`src/hw/rtl/fdcp_pkg.sv`:
```
// shared types and constants of the framed display command parser
// used by fdcp_ctrl, fdcp_dp and framed_display_command_parser; no dependencies
`timescale 1ns / 1ps

package fdcp_pkg;

  // framing bytes and command codes
  localparam logic [7:0] BYTE_STX     = 8'h02;
  localparam logic [7:0] BYTE_ETX     = 8'h03;
  localparam logic [7:0] OP_PRINT     = 8'h04;
  localparam logic [7:0] OP_CLEARLINE = 8'h05;
  localparam logic [7:0] OP_CLEARDISP = 8'h06;
  localparam logic [7:0] OP_SETGLYPH  = 8'h07;
  localparam logic [7:0] OP_ON        = 8'h08;
  localparam logic [7:0] OP_OFF       = 8'h09;

  // character code classes
  localparam logic [7:0] CODE_FONT_LO = 8'h20;
  localparam logic [7:0] CODE_DEL     = 8'h7F;

  // result kinds
  localparam logic [1:0] EV_CLEAR = 2'd0;
  localparam logic [1:0] EV_ON    = 2'd1;
  localparam logic [1:0] EV_OFF   = 2'd2;
  localparam logic [1:0] EV_GLYPH = 2'd3;

  // fixed geometry
  localparam int CHARS_PER_LINE = 32;
  localparam int CHAR_PITCH     = 6;
  localparam int GLYPH_ROWS     = 8;
  localparam int MAX_OUT        = 32;
  localparam int ROWS_W         = GLYPH_ROWS * 8;
  localparam int ROW_CNT_W      = $clog2(GLYPH_ROWS + 1);
  localparam int RUN_W          = $clog2(MAX_OUT + 1);

  // frame parser phase
  typedef enum logic [3:0] {
    PH_WAIT  = 4'b0001,
    PH_CMD   = 4'b0010,
    PH_PARAM = 4'b0100,
    PH_DATA  = 4'b1000
  } phase_t;

  // sequencer state
  typedef enum logic [5:0] {
    S_IDLE    = 6'b000001,
    S_SC_ADDR = 6'b000010,
    S_SC_BYTE = 6'b000100,
    S_SC_PUT  = 6'b001000,
    S_FLUSH   = 6'b010000,
    S_GLY     = 6'b100000
  } state_t;

  // controller to datapath
  typedef struct packed {
    logic start;
    logic take_cmd;
    logic take_param;
    logic take_data;
    logic take_end;
    logic load_event;
    logic scan_init;
    logic scan_latch;
    logic scan_next;
    logic scan_put;
    logic flush;
    logic gly_init;
    logic gly_step;
  } dp_ctl_t;

  // datapath to controller
  typedef struct packed {
    logic is_stx;
    logic is_etx;
    logic is_param_op;
    logic is_event_op;
    logic cmd_print;
    logic cmd_setglyph;
    logic cmd_clearline;
    logic fill_last;
    logic scan_end;
    logic byte_zero;
    logic byte_high;
    logic out_free;
    logic cand_valid;
    logic gly_done;
    logic param_ok;
  } dp_sts_t;

endpackage

```
`src/hw/rtl/fdcp_ctrl.sv`:
```
// controller of the framed display command parser: frame phase and sequencer
// depends on fdcp_pkg
`timescale 1ns / 1ps

module fdcp_ctrl (
  input  logic              clk,
  input  logic              rst,
  input  logic              in_valid,
  output logic              in_ready,
  input  fdcp_pkg::dp_sts_t sts,
  output fdcp_pkg::dp_ctl_t ctl
);

  fdcp_pkg::state_t state, state_next;
  fdcp_pkg::phase_t phase, phase_next;
  logic             acc;

  // bytes are taken only while the sequencer is idle
  assign in_ready = (state == fdcp_pkg::S_IDLE);
  assign acc      = in_valid && in_ready;

  // next state and datapath commands
  always_comb begin
    state_next = state;
    phase_next = phase;
    ctl        = '0;
    unique case (state)
      fdcp_pkg::S_IDLE: begin
        if (acc) begin
          unique case (phase)
            fdcp_pkg::PH_WAIT: begin
              if (sts.is_stx) begin
                ctl.start  = 1'b1;
                phase_next = fdcp_pkg::PH_CMD;
              end
            end
            fdcp_pkg::PH_CMD: begin
              ctl.take_cmd = 1'b1;
              phase_next   = sts.is_param_op ? fdcp_pkg::PH_PARAM : fdcp_pkg::PH_WAIT;
              if (sts.is_event_op) begin
                ctl.load_event = 1'b1;
                state_next     = fdcp_pkg::S_FLUSH;
              end
            end
            fdcp_pkg::PH_PARAM: begin
              ctl.take_param = 1'b1;
              phase_next     = sts.cmd_clearline ? fdcp_pkg::PH_WAIT : fdcp_pkg::PH_DATA;
            end
            fdcp_pkg::PH_DATA: begin
              if (sts.is_etx) begin
                ctl.take_end = 1'b1;
                phase_next   = fdcp_pkg::PH_WAIT;
                if (sts.cmd_print) begin
                  ctl.scan_init = 1'b1;
                  state_next    = fdcp_pkg::S_SC_ADDR;
                end else if (sts.cmd_setglyph && sts.param_ok) begin
                  ctl.gly_init = 1'b1;
                  state_next   = fdcp_pkg::S_GLY;
                end
              end else begin
                ctl.take_data = 1'b1;
                if (sts.fill_last) begin
                  phase_next = fdcp_pkg::PH_WAIT;
                end
              end
            end
            default: phase_next = fdcp_pkg::PH_WAIT;
          endcase
        end
      end
      // store address for the current slot is presented
      fdcp_pkg::S_SC_ADDR: begin
        if (sts.scan_end) begin
          state_next = sts.cand_valid ? fdcp_pkg::S_FLUSH : fdcp_pkg::S_IDLE;
        end else begin
          state_next = fdcp_pkg::S_SC_BYTE;
        end
      end
      // stored character is available
      fdcp_pkg::S_SC_BYTE: begin
        if (sts.byte_zero) begin
          state_next = sts.cand_valid ? fdcp_pkg::S_FLUSH : fdcp_pkg::S_IDLE;
        end else begin
          ctl.scan_latch = 1'b1;
          if (sts.byte_high) begin
            ctl.scan_next = 1'b1;
            state_next    = fdcp_pkg::S_SC_ADDR;
          end else begin
            state_next = fdcp_pkg::S_SC_PUT;
          end
        end
      end
      // older placement moves out, new one becomes pending
      fdcp_pkg::S_SC_PUT: begin
        if (!sts.cand_valid || sts.out_free) begin
          ctl.scan_put  = 1'b1;
          ctl.scan_next = 1'b1;
          state_next    = fdcp_pkg::S_SC_ADDR;
        end
      end
      // last pending result of the command goes out
      fdcp_pkg::S_FLUSH: begin
        if (sts.out_free) begin
          ctl.flush  = 1'b1;
          state_next = fdcp_pkg::S_IDLE;
        end
      end
      // gather eight stored bytes into a custom bitmap
      fdcp_pkg::S_GLY: begin
        ctl.gly_step = 1'b1;
        if (sts.gly_done) begin
          state_next = fdcp_pkg::S_IDLE;
        end
      end
      default: state_next = fdcp_pkg::S_IDLE;
    endcase
  end

  // state registers
  always_ff @(posedge clk) begin
    if (rst) begin
      state <= fdcp_pkg::S_IDLE;
      phase <= fdcp_pkg::PH_WAIT;
    end else begin
      state <= state_next;
      phase <= phase_next;
    end
  end

endmodule

```
`src/hw/rtl/fdcp_dp.sv`:
```
// datapath of the framed display command parser: frame registers, line store,
// custom glyph store, scan counters, pending and output result registers
// depends on fdcp_pkg
`timescale 1ns / 1ps

module fdcp_dp #(
  parameter int TEXT_BYTES   = 64,
  parameter int CUSTOM_COUNT = 32
) (
  input  logic                        clk,
  input  logic                        rst,
  input  logic [7:0]                  rx_byte,
  input  fdcp_pkg::dp_ctl_t           ctl,
  output fdcp_pkg::dp_sts_t           sts,
  input  logic                        out_ready,
  output logic                        out_valid,
  output logic [1:0]                  event_kind,
  output logic [7:0]                  pixel_x,
  output logic [7:0]                  pixel_y,
  output logic                        glyph_custom,
  output logic [6:0]                  glyph_code,
  output logic [fdcp_pkg::ROWS_W-1:0] glyph_rows,
  output logic                        last_in_run
);

  localparam int SIDX_W     = $clog2(TEXT_BYTES);
  localparam int FILL_W     = SIDX_W + 1;
  localparam int SCAN_LIMIT = (fdcp_pkg::CHARS_PER_LINE < TEXT_BYTES) ?
                              fdcp_pkg::CHARS_PER_LINE : TEXT_BYTES;
  localparam int GIDX_W     = (CUSTOM_COUNT > 1) ? $clog2(CUSTOM_COUNT) : 1;
  localparam int RW         = fdcp_pkg::ROWS_W;

  // frame registers
  logic [7:0]        frame_command;
  logic [7:0]        frame_param;
  logic [FILL_W-1:0] fill_count;

  // line store
  logic [7:0]            text_mem [TEXT_BYTES];
  logic [TEXT_BYTES-1:0] text_vld;
  logic [7:0]            rd_q;
  logic                  rd_vq;
  logic [SIDX_W-1:0]     rd_addr;
  logic [SIDX_W-1:0]     wr_addr;
  logic [7:0]            wr_data;
  logic                  wr_en;
  logic [7:0]            scan_byte;

  // custom glyph store
  logic [RW-1:0]           glyph_mem [CUSTOM_COUNT];
  logic [CUSTOM_COUNT-1:0] glyph_vld;
  logic [RW-1:0]           g_q;
  logic                    g_vq;
  logic [4:0]              g_addr;
  logic                    g_in_range;
  logic                    gw_en;
  logic [RW-1:0]           gw_data;

  // scan and gather
  logic [FILL_W-1:0]              scan_idx;
  logic [7:0]                     x_acc;
  logic [fdcp_pkg::RUN_W-1:0]     run_cnt;
  logic [6:0]                     cur_code;
  logic                           cur_custom;
  logic [fdcp_pkg::ROW_CNT_W-1:0] row_cnt;
  logic [RW-1:0]                  row_acc;
  logic [7:0]                     line_y;

  // pending result
  logic          cand_valid;
  logic [1:0]    cand_kind;
  logic [7:0]    cand_x;
  logic [7:0]    cand_y;
  logic          cand_custom;
  logic [6:0]    cand_code;
  logic [RW-1:0] cand_rows;
  logic [1:0]    ev_kind;
  logic          out_free;
  logic          load_out;

  // store addressing
  assign scan_byte = rd_vq ? rd_q : 8'h00;
  assign rd_addr   = ctl.gly_step ? SIDX_W'(row_cnt) : scan_idx[SIDX_W-1:0];
  assign wr_addr   = fill_count[SIDX_W-1:0];
  assign wr_en     = ctl.take_data || ctl.take_end;
  assign wr_data   = ctl.take_end ? 8'h00 : rx_byte;

  assign g_addr     = scan_byte[4:0];
  assign g_in_range = {1'b0, g_addr} < 6'(CUSTOM_COUNT);
  assign gw_en      = ctl.gly_step && sts.gly_done && sts.param_ok;
  assign gw_data    = {scan_byte, row_acc[RW-1:8]};

  // top row of the line, wraps at eight bits
  assign line_y = {frame_param[4:0] - 5'd1, 3'b000};

  assign out_free = !out_valid || out_ready;
  assign load_out = (ctl.scan_put && cand_valid) || ctl.flush;

  // event kind of a command byte
  always_comb begin
    unique case (rx_byte)
      fdcp_pkg::OP_CLEARDISP: ev_kind = fdcp_pkg::EV_CLEAR;
      fdcp_pkg::OP_ON:        ev_kind = fdcp_pkg::EV_ON;
      default:                ev_kind = fdcp_pkg::EV_OFF;
    endcase
  end

  // status to the controller
  always_comb begin
    sts.is_stx        = (rx_byte == fdcp_pkg::BYTE_STX);
    sts.is_etx        = (rx_byte == fdcp_pkg::BYTE_ETX);
    sts.is_param_op   = (rx_byte == fdcp_pkg::OP_PRINT) ||
                        (rx_byte == fdcp_pkg::OP_CLEARLINE) ||
                        (rx_byte == fdcp_pkg::OP_SETGLYPH);
    sts.is_event_op   = (rx_byte == fdcp_pkg::OP_CLEARDISP) ||
                        (rx_byte == fdcp_pkg::OP_ON) ||
                        (rx_byte == fdcp_pkg::OP_OFF);
    sts.cmd_print     = (frame_command == fdcp_pkg::OP_PRINT);
    sts.cmd_setglyph  = (frame_command == fdcp_pkg::OP_SETGLYPH);
    sts.cmd_clearline = (frame_command == fdcp_pkg::OP_CLEARLINE);
    sts.fill_last     = (fill_count == FILL_W'(TEXT_BYTES - 1));
    sts.scan_end      = (scan_idx >= FILL_W'(SCAN_LIMIT)) ||
                        (run_cnt == fdcp_pkg::RUN_W'(fdcp_pkg::MAX_OUT));
    sts.byte_zero     = (scan_byte == 8'h00);
    sts.byte_high     = (scan_byte >= fdcp_pkg::CODE_DEL);
    sts.out_free      = out_free;
    sts.cand_valid    = cand_valid;
    sts.gly_done      = (row_cnt == fdcp_pkg::ROW_CNT_W'(fdcp_pkg::GLYPH_ROWS));
    sts.param_ok      = (frame_param < 8'(CUSTOM_COUNT));
  end

  // frame registers
  always_ff @(posedge clk) begin
    if (rst) begin
      frame_command <= 8'h00;
      frame_param   <= 8'h00;
      fill_count    <= '0;
    end else begin
      if (ctl.start) begin
        frame_command <= 8'h00;
        frame_param   <= 8'h00;
        fill_count    <= '0;
      end
      if (ctl.take_cmd) begin
        frame_command <= rx_byte;
      end
      if (ctl.take_param) begin
        frame_param <= rx_byte;
      end
      if (ctl.take_data) begin
        fill_count <= fill_count + FILL_W'(1);
      end
    end
  end

  // line store memory, registered read
  always_ff @(posedge clk) begin
    if (wr_en) begin
      text_mem[wr_addr] <= wr_data;
    end
    rd_q <= text_mem[rd_addr];
  end

  // line store valid bits, unwritten entries read as zero
  always_ff @(posedge clk) begin
    if (rst) begin
      text_vld <= '0;
      rd_vq    <= 1'b0;
    end else begin
      if (wr_en) begin
        text_vld[wr_addr] <= 1'b1;
      end
      rd_vq <= text_vld[rd_addr];
    end
  end

  // custom glyph memory, registered read
  always_ff @(posedge clk) begin
    if (gw_en) begin
      glyph_mem[frame_param[GIDX_W-1:0]] <= gw_data;
    end
    if (ctl.scan_latch && g_in_range) begin
      g_q <= glyph_mem[g_addr[GIDX_W-1:0]];
    end
  end

  // custom glyph valid bits
  always_ff @(posedge clk) begin
    if (rst) begin
      glyph_vld <= '0;
      g_vq      <= 1'b0;
    end else begin
      if (gw_en) begin
        glyph_vld[frame_param[GIDX_W-1:0]] <= 1'b1;
      end
      if (ctl.scan_latch) begin
        g_vq <= g_in_range && glyph_vld[g_addr[GIDX_W-1:0]];
      end
    end
  end

  // scan counters and current character
  always_ff @(posedge clk) begin
    if (rst) begin
      scan_idx <= '0;
      x_acc    <= 8'h00;
      run_cnt  <= '0;
    end else begin
      if (ctl.scan_init) begin
        scan_idx <= '0;
        x_acc    <= 8'h00;
        run_cnt  <= '0;
      end
      if (ctl.scan_next) begin
        scan_idx <= scan_idx + FILL_W'(1);
        x_acc    <= x_acc + 8'(fdcp_pkg::CHAR_PITCH);
      end
      if (ctl.scan_put) begin
        run_cnt <= run_cnt + fdcp_pkg::RUN_W'(1);
      end
    end
  end

  always_ff @(posedge clk) begin
    if (ctl.scan_latch) begin
      cur_code   <= scan_byte[6:0];
      cur_custom <= (scan_byte < fdcp_pkg::CODE_FONT_LO);
    end
  end

  // bitmap gather, row zero ends in the low byte
  always_ff @(posedge clk) begin
    if (rst) begin
      row_cnt <= '0;
    end else if (ctl.gly_init) begin
      row_cnt <= '0;
    end else if (ctl.gly_step) begin
      row_cnt <= row_cnt + fdcp_pkg::ROW_CNT_W'(1);
    end
  end

  always_ff @(posedge clk) begin
    if (ctl.gly_init) begin
      row_acc <= '0;
    end else if (ctl.gly_step && (row_cnt != '0)) begin
      row_acc <= {scan_byte, row_acc[RW-1:8]};
    end
  end

  // pending result
  always_ff @(posedge clk) begin
    if (rst) begin
      cand_valid <= 1'b0;
    end else if (ctl.load_event || ctl.scan_put) begin
      cand_valid <= 1'b1;
    end else if (ctl.flush) begin
      cand_valid <= 1'b0;
    end
  end

  always_ff @(posedge clk) begin
    if (ctl.load_event) begin
      cand_kind   <= ev_kind;
      cand_x      <= 8'h00;
      cand_y      <= 8'h00;
      cand_custom <= 1'b0;
      cand_code   <= 7'h00;
      cand_rows   <= '0;
    end else if (ctl.scan_put) begin
      cand_kind   <= fdcp_pkg::EV_GLYPH;
      cand_x      <= x_acc;
      cand_y      <= line_y;
      cand_custom <= cur_custom;
      cand_code   <= cur_code;
      cand_rows   <= (cur_custom && g_vq) ? g_q : '0;
    end
  end

  // output register
  always_ff @(posedge clk) begin
    if (rst) begin
      out_valid <= 1'b0;
    end else if (load_out) begin
      out_valid <= 1'b1;
    end else if (out_ready) begin
      out_valid <= 1'b0;
    end
  end

  always_ff @(posedge clk) begin
    if (load_out) begin
      event_kind   <= cand_kind;
      pixel_x      <= cand_x;
      pixel_y      <= cand_y;
      glyph_custom <= cand_custom;
      glyph_code   <= cand_code;
      glyph_rows   <= cand_rows;
      last_in_run  <= ctl.flush;
    end
  end

endmodule

```
`src/hw/rtl/framed_display_command_parser.sv`:
```
// framed display command parser: a byte is taken whenever the sequencer is idle
// a clear, on or off command loads the pending result, then the output register once free
// print line reads the line store per slot: address and byte states, a put state if drawn
// set glyph gathers one stored byte per cycle from the same read port
// reset is synchronous: parser waits for a start byte, line and glyph stores read as zero
// depends on fdcp_pkg, fdcp_ctrl, fdcp_dp
`timescale 1ns / 1ps

module framed_display_command_parser #(
  parameter int TEXT_BYTES   = 64,
  parameter int CUSTOM_COUNT = 32
) (
  input  logic                        clk,
  input  logic                        rst,
  input  logic                        in_valid,
  output logic                        in_ready,
  input  logic [7:0]                  rx_byte,
  output logic                        out_valid,
  input  logic                        out_ready,
  output logic [1:0]                  event_kind,
  output logic [7:0]                  pixel_x,
  output logic [7:0]                  pixel_y,
  output logic                        glyph_custom,
  output logic [6:0]                  glyph_code,
  output logic [fdcp_pkg::ROWS_W-1:0] glyph_rows,
  output logic                        last_in_run
);

  fdcp_pkg::dp_ctl_t ctl;
  fdcp_pkg::dp_sts_t sts;

  // controller
  fdcp_ctrl u_ctrl (
    .clk      (clk),
    .rst      (rst),
    .in_valid (in_valid),
    .in_ready (in_ready),
    .sts      (sts),
    .ctl      (ctl)
  );

  // datapath
  fdcp_dp #(
    .TEXT_BYTES   (TEXT_BYTES),
    .CUSTOM_COUNT (CUSTOM_COUNT)
  ) u_dp (
    .clk          (clk),
    .rst          (rst),
    .rx_byte      (rx_byte),
    .ctl          (ctl),
    .sts          (sts),
    .out_ready    (out_ready),
    .out_valid    (out_valid),
    .event_kind   (event_kind),
    .pixel_x      (pixel_x),
    .pixel_y      (pixel_y),
    .glyph_custom (glyph_custom),
    .glyph_code   (glyph_code),
    .glyph_rows   (glyph_rows),
    .last_in_run  (last_in_run)
  );

  // no pending result is left behind once the sequencer is idle
  a_idle_no_pending: assert property (@(posedge clk) disable iff (rst)
    in_ready |-> !sts.cand_valid)
    else $error("pending result left while idle");

  // display events are single items with blank placement fields
  a_event_shape: assert property (@(posedge clk) disable iff (rst)
    out_valid && (event_kind != fdcp_pkg::EV_GLYPH) |->
      last_in_run && (pixel_x == 8'h00) && (glyph_code == 7'h00) && !glyph_custom)
    else $error("display event with placement fields");

  // font glyphs carry no bitmap
  a_font_rows: assert property (@(posedge clk) disable iff (rst)
    out_valid && !glyph_custom |-> (glyph_rows == '0))
    else $error("font glyph with bitmap rows");

  // a byte is never taken while a result is loaded in the same cycle
  a_no_take_on_load: assert property (@(posedge clk) disable iff (rst)
    (in_valid && in_ready) |-> !(ctl.flush || ctl.scan_put))
    else $error("byte taken during result transfer");

endmodule
```
`config.mk`:
```
export PLATFORM = sky130hd
export DESIGN_NAME = framed_display_command_parser
export DESIGN_NICKNAME = d
export VERILOG_FILES = /design/src/hw/rtl/fdcp_pkg.sv /design/src/hw/rtl/fdcp_ctrl.sv /design/src/hw/rtl/fdcp_dp.sv /design/src/hw/rtl/framed_display_command_parser.sv
export SDC_FILE = /design/constraint.sdc
export NUM_CORES = 2
export LEC_CHECK = 0
export BUFFER_PORTS_ARGS = -buffer_cell sky130_fd_sc_hd__buf_2
export CORE_ASPECT_RATIO = 0.5
export CORE_MARGIN = 4
export CORE_UTILIZATION = 55
export CTS_CLUSTER_DIAMETER = 120
export DETAILED_ROUTE_END_ITERATION = 10
export PLACE_DENSITY_LB_ADDON = 0.1
export SYNTH_ARGS = -nofsm -noshare
export SYNTH_HDL_FRONTEND = slang
export SYNTH_SLANG_ARGS = --single-unit
export TNS_END_PERCENT = 50
```
`constraint.sdc`:
```
create_clock -name clk -period 6.3 [get_ports clk]
set_input_delay 1.26 -clock clk [delete_from_list [all_inputs] [get_ports clk]]
set_output_delay 1.26 -clock clk [all_outputs]
set_load 0.01 [all_outputs]
```
# Yosys cells after proc, flatten, opt, wreduce, memory -nomap -nowiden

Memory sizes are Yosys's and may differ from the RTL's. A register that Yosys moved wholly into a read port is not among the register bits.
Index checks and enable logic that the tools add are counted.

Flip-flop bits (word level): 405
Bits in latches: 0
Memory bits (writable): 2,560
Memory bits (read-only): 0
Input bits: 12
Memories: 2

Memory list:

| name           | depth | bits a word | read ports | clocked after memory_dff | write ports | line          | RTL |
|---|---|---|---|---|---|---|---|
| u_dp.glyph_mem | 32    | 64          | 1          | 1                        | 1           | fdcp_dp.sv:50 | `logic [RW-1:0] glyph_mem [CUSTOM_COUNT];` |
| u_dp.text_mem  | 64    | 8           | 1          | 1                        | 1           | fdcp_dp.sv:39 | `logic [7:0] text_mem [TEXT_BYTES];` |

$add $sub $neg: 6
$mul: 0
Div/mod/pow operators: 0
Order comparisons: 10
Equal/unequal tests: 34
Shift-type cells: 0
Multiplexer cells: 83
Bitwise operators: 2
Reduce and logical (&&, ||, !) cells: 34

Operator list:

| cell                | count |
|---|---|
| $mux 6              | 13 |
| $mux 64             | 1 |
| $or 64x64->64       | 1 |
| $eq 8x3->1 const B  | 7 |
| $mux 8              | 7 |
| $mux 7              | 6 |
| $pmux 6 s6          | 1 |
| $mux 1              | 35 |
| $or 32x32->32       | 1 |
| $mux 4              | 5 |
| $eq 8x2->1 const B  | 2 |
| $eq 8x4->1 const B  | 2 |
| $lt 8x6->1 const B  | 2 |
| $pmux 4 s4          | 1 |
| $reduce_bool 2->1   | 8 |
| $add 7x1->7 const B | 2 |
| $lt 6x7->1 const B  | 2 |
| $eq 6x6->1 const B  | 2 |
| $lt 5x6->1 const B  | 2 |
| $ne 3x3->1 const B  | 4 |
| $pmux 6 s2          | 1 |
| $logic_or 1x1->1    | 10 |
| $mux 2              | 5 |
| $logic_and 1x1->1   | 9 |
| other kinds (35)    | 40 |

# Longest topological paths before layout

Depth in word-level cells: 10
Gate-level depth with buffers: 13
Gate-level depth less buffers: 9

# Cells and area by module

From an unflattened synthesis, not the netlist that was laid out.

Cells, all modules: 8,888
Area, all modules: 122,292.3 um^2

Modules (own cells, without submodules):

| module    | times used | cells an instance | area each (um^2) | seq. area each (um^2) |
|---|---|---|---|---|
| fdcp_dp   | 1          | 8,788             | 121,489.0        | 87,614.0 |
| fdcp_ctrl | 1          | 100               | 803.3            | 200.2 |

# Worst setup path before layout

OpenSTA, ideal clock, no wires.

Kind: input-to-reg
Start: input port out_ready
End: register u_dp.event_kind[0], enable pin
Setup time: 534 ps
Arrival time: 4,953 ps
Data required time: 5,766 ps
Path slack: 813 ps
Stages on the path: 2
Path buffers: 0
Cells stage by stage: nor2b_1 nor2_1

Cells in the longest elaborated chain, start to end: 6

Ends and longest elaborated chain:

| element                 | line                                | RTL |
|---|---|---|
| start, declared         | framed_display_command_parser.sv:19 | `input logic out_ready,` |
| $logic_or 1x1->1 (*)    | fdcp_dp.sv:96                       | `assign out_free = !out_valid \|\| out_ready;` |
| $logic_or 1x1->1        | fdcp_ctrl.sv:95                     | `if (!sts.cand_valid \|\| sts.out_free) begin` |
| $mux 2                  | fdcp_ctrl.sv:95                     |  |
| $mux 1                  | fdcp_ctrl.sv:27                     | `unique case (state)` |
| $logic_and 1x1->1       | fdcp_dp.sv:97                       | `assign load_out = (ctl.scan_put && cand_valid) \|\| ctl.flush;` |
| $logic_or 1x1->1 (*)    | fdcp_dp.sv:97                       |  |
| named net u_dp.load_out | fdcp_dp.sv:79                       | `logic load_out;` |
| end signal, assigned    | fdcp_dp.sv:292                      | `event_kind <= cand_kind;` |
| end, declared           | fdcp_dp.sv:17                       | `output logic [1:0] event_kind,` |

The timed path passes the listed nets; every way through them passes the cells marked *.
A chain may end at the register's enable or synchronous reset.

# Worst setup path after layout

Start: register u_dp.rd_vq
End: register u_dp.scan_idx[6]

Cells in the longest elaborated chain, start to end: 6

Ends and longest elaborated chain:

| element                                            | line            | RTL |
|---|---|---|
| start, declared                                    | fdcp_dp.sv:42   | `logic rd_vq;` |
| start signal, assigned                             | fdcp_dp.sv:173  | `rd_vq <= text_vld[rd_addr];` |
| $mux 8 (*)                                         | fdcp_dp.sv:82   | `assign scan_byte = rd_vq ? rd_q : 8'h00;` |
| $ge 8x7->1                                         | fdcp_dp.sv:125  | `sts.byte_high = (scan_byte >= fdcp_pkg::CODE_DEL);` |
| $mux 1                                             | fdcp_ctrl.sv:85 | `if (sts.byte_high) begin` |
| $mux 2 (*)                                         | fdcp_ctrl.sv:81 | `if (sts.byte_zero) begin` |
| $pmux 1 s2 (*)                                     | fdcp_ctrl.sv:27 |  |
| $mux 7 / $reduce_bool 2->1 (equally long branches) | n/a             |  |
| end signal, assigned                               | fdcp_dp.sv:215  | `scan_idx <= scan_idx + FILL_W'(1);` |
| end, declared                                      | fdcp_dp.sv:60   | `logic [FILL_W-1:0] scan_idx;` |

Every way passes the cells marked *; elsewhere a longest branch is shown, timed or not.

==> results.md <==
- CP Class: reg2reg
- Headroom to the max-slew limit: 6.80%
- Total gr overflow: 0
- Nets: 7116
- Sequential cell area: 87800 sq um
- Worst-Skew Late Latency: 0.85 ns
- Yosys warnings: 0
- Postcts setup bufs: 0
- Sw Share: 19.6%
- Routability cong.: 0.884
- Unrepaired setup endpoints after global routing: no
- Main synth FF type: edfxtp_1
- WP data required: 7.01 ns
- Synth-to-layout area growth: 10.7%
- Distinct cells, synth: 76
- Post-DP HPWL: 161000 um
- Port buffer count: 100
- Hold-fix buffers, CTS: 0
- Vias per cell: 6.52
- Die area: 218000 sq um
- Routed Antenna Nets: 0
- Routed WL: 311000 um
- Post-synth EDFFs: 2721
- Fin Clk Skew: 0.0431 ns
- Final instance area: 128000 sq um
- Crit path max fanout: 62
- Number of fill cells: 14956
- Max-cap viol count: 0
- Total power: 38.6 mW
- Comb pwr share: 0.8%
- Cells after Synth: 7031
- Run status: completed
- TritonCTS clock tree: done
- Internal Dissipation: 31.1 mW
- Crit path DAT: 5.49 ns
- Net Sw Power: 7.56 mW
- Ports: 105
- H-tree levels: 5
- Final hold violation count: 0
- Cell Chain, Critical Path: nand2_4, inv_6, nor3_1, nand4_1, and3b_4, buf_4, a21oi_1, nor2_1, a31oi_1, a311oi_1
- Initial antenna violation count: 5
- Critical Path Start Type: flip-flop
- CP peak stage delay: 0.91 ns
- Finish-stage setup viols: 0
- LEAKAGE: 42.0 nW
- Tmin final: 4.78 ns
- GRT Total Usage: 28.1%
- CTS Buffer Depth: 4
- Slowest CP cell: inv_6
- Dpl cells: 9584
- Initial DRC count: 9016
- Per-cell routed wire length: 31.0 um
- Max frequency: 209 MHz
- Measured slew at the worst slew-check pin: 1.40 ns
- CTS sink cnt: 3026
- Post-cts resize count: 0
- Max-slew violations: 0
- Synth top area share: 70.6%
- FP Rows: 118
- TNS Setup: 0 ns
- Worst slack, placed: 1.41 ns
- Synth Cell Area: 116000 sq um
- Root buf cell: clkbuf_16
- Final std cells w/o fill: 10060
- Clock Power Share: 41.9%
- Max IR drop VDD: 0.215 mV
- Via count: 65605
- Clock transition at path regs: 0.07 ns
- Tcrit/Tclk final: 75.8%
- Endpoint type of the worst setup path: flip-flop
- Mean Syn Cell Area: 16.5 sq um
- Dominant cell type by area after synthesis: edfxtp_1
- Die height: 332 um
- First-pass GRT wire length: 449000 um
- Worst min path class: reg2reg
- Chip width: 657 um
- Post-DP Area: 120000 sq um
- Most frequent cells after synthesis: 2721 x edfxtp_1, 758 x nand2_1, 472 x nor2_1
- Post-synthesis sequential area ratio: 75.9%
- Top cells by area, synth: edfxtp_1 71%, mux4_2 7.1%, dfxtp_1 5.3%
- PwrDens: 301 nW/um^2
- Core area: 208000 sq um
- Number of remaining DRC errors: 0
- Vias in the first global route: 64292
- Cts bufs inserted: 266
- R2R depth: 10
- DR pass1 iterations: 6
- Synthesized flop and latch total: 3026
- Footprint of the multi-input gates: 26400 sq um
- Fraction of layout cells with a size suffix above 1: 17.2%
- Hold path depth: 0
- Final setup margin: 1.52 ns
- Initial cell density of the core: 55.6%
- Top-count cell post-synth: edfxtp_1
- Largest net degree at the start of global routing: 145
- Flop pwr share: 57.4%
- Ys async rst share: 0%
==> flip-flops by register name, summed over array words and instances (netlist names), 6 cells and up <==
| name | flops |
|---|---|
| u_ctrl.state | 6 |
| u_dp.cand_code | 7 |
| u_dp.cand_rows | 64 |
| u_dp.cand_x | 7 |
| u_dp.cur_code | 7 |
| u_dp.fill_count | 7 |
| u_dp.frame_command | 8 |
| u_dp.frame_param | 8 |
| u_dp.g_q | 64 |
| u_dp.glyph_code | 7 |
| u_dp.glyph_mem | 2048 |
| u_dp.glyph_rows | 64 |
| u_dp.glyph_vld | 32 |
| u_dp.pixel_x | 7 |
| u_dp.rd_q | 8 |
| u_dp.row_acc | 56 |
| u_dp.run_cnt | 6 |
| u_dp.scan_idx | 7 |
| u_dp.text_mem | 512 |
| u_dp.text_vld | 64 |
| u_dp.x_acc | 7 |
==> power groups by stage <==
stage,Sequential (mW),Clock (mW),Combinational [mW]
finish,22.2,16.2,0.293
global route,22.2,17.3,0.315
CTS,22.1,16.4,0.290
detailed placement,22.6,0,0.290
global placement,22.6,0,0.276
floorplan,22.5,0,0.147
==> cell usage in the layout (no fill, tap or decap), types with 30 or more instances in the layout <==
cell and count:
clkinv_1 36, clkbuf_16 278, nand2_1 748, mux2_2 186, mux2i_1 172, buf_4 126, clkbuf_1 77, dfxtp_1 303
buf_2 99, nor3_1 30, nor2_1 438, o21ai_0 414, nor2_4 33, o211ai_1 66, a31oi_1 60, clkinv_2 32
a21oi_1 311, mux4_2 364, nand3_1 162, o22ai_1 226, edfxtp_1 2721
==> worst paths after layout <==
check	slack [ns]	from	endpoint
setup / recovery	1.52	u_dp.rd_vq	u_dp.scan_idx[6]
hold / removal	0.42	u_dp.cand_kind[0]	u_dp.event_kind[0]
setup reg to reg	1.52	u_dp.rd_vq	u_dp.scan_idx[6]
hold reg to reg	0.42	u_dp.cand_kind[0]	u_dp.event_kind[0]
==> through the flow <==
| stage | util [%] | hold slack, ns |
|---|---|---|
| final | 61.6 | 0.423 |
| after global routing | 61.6 | 0.438 |
| after CTS | 61.6 | 0.426 |
| after detailed placement | 57.5 | 0.410 |
| after global placement | 57.5 | 0.413 |
| after floorplan | - | 0.400 |
==> logic make-up after synthesis <==
logic type / Yosys count / share of synthesized area [%]
flip-flops: 3026 / 75.9
other: 1 / 0.00324
AND/OR/NAND/NOR: 1534 / 5.50
adder cells (fa/ha/maj): 11 / 0.119
multiplexers: 722 / 10.4
buffers and inverters: 483 / 1.75
XOR/XNOR: 8 / 0.0605
AO/OA/AOI/OAI: 1246 / 6.33
==> critical path: cells and delay by family (launching register included) <==
family / cells / cell delay [ns]
AO/OA/AOI/OAI: 3 / 0.82
flip-flops: 1 / 0.72
AND/OR/NAND/NOR: 5 / 1.54
buffers and inverters: 2 / 1.55
==> metal layers <==
layer / up-vias / part of all wire (%) / track usage [%]
met5: - / 0 / 0
met4: 0 / 2.8 / 7.59
met3: 532 / 9.3 / 4.54
met2: 3457 / 46 / 43.5
met1: 34155 / 42 / 42.2
li1: 27461 / - / -
==> cell type report <==
class / instances / share of cell area [%]
sequential: 3026 / 68.5
timing repair buffer: 251 / 1.53
tap: 2760 / 2.69
clock inverter: 93 / 0.688
inverter: 23 / 0.0830
clock buffer: 377 / 5.89
antenna: 5 / 0.00976
multi-input combinational: 3525 / 20.6
Power figures use the tool's default switching activity.
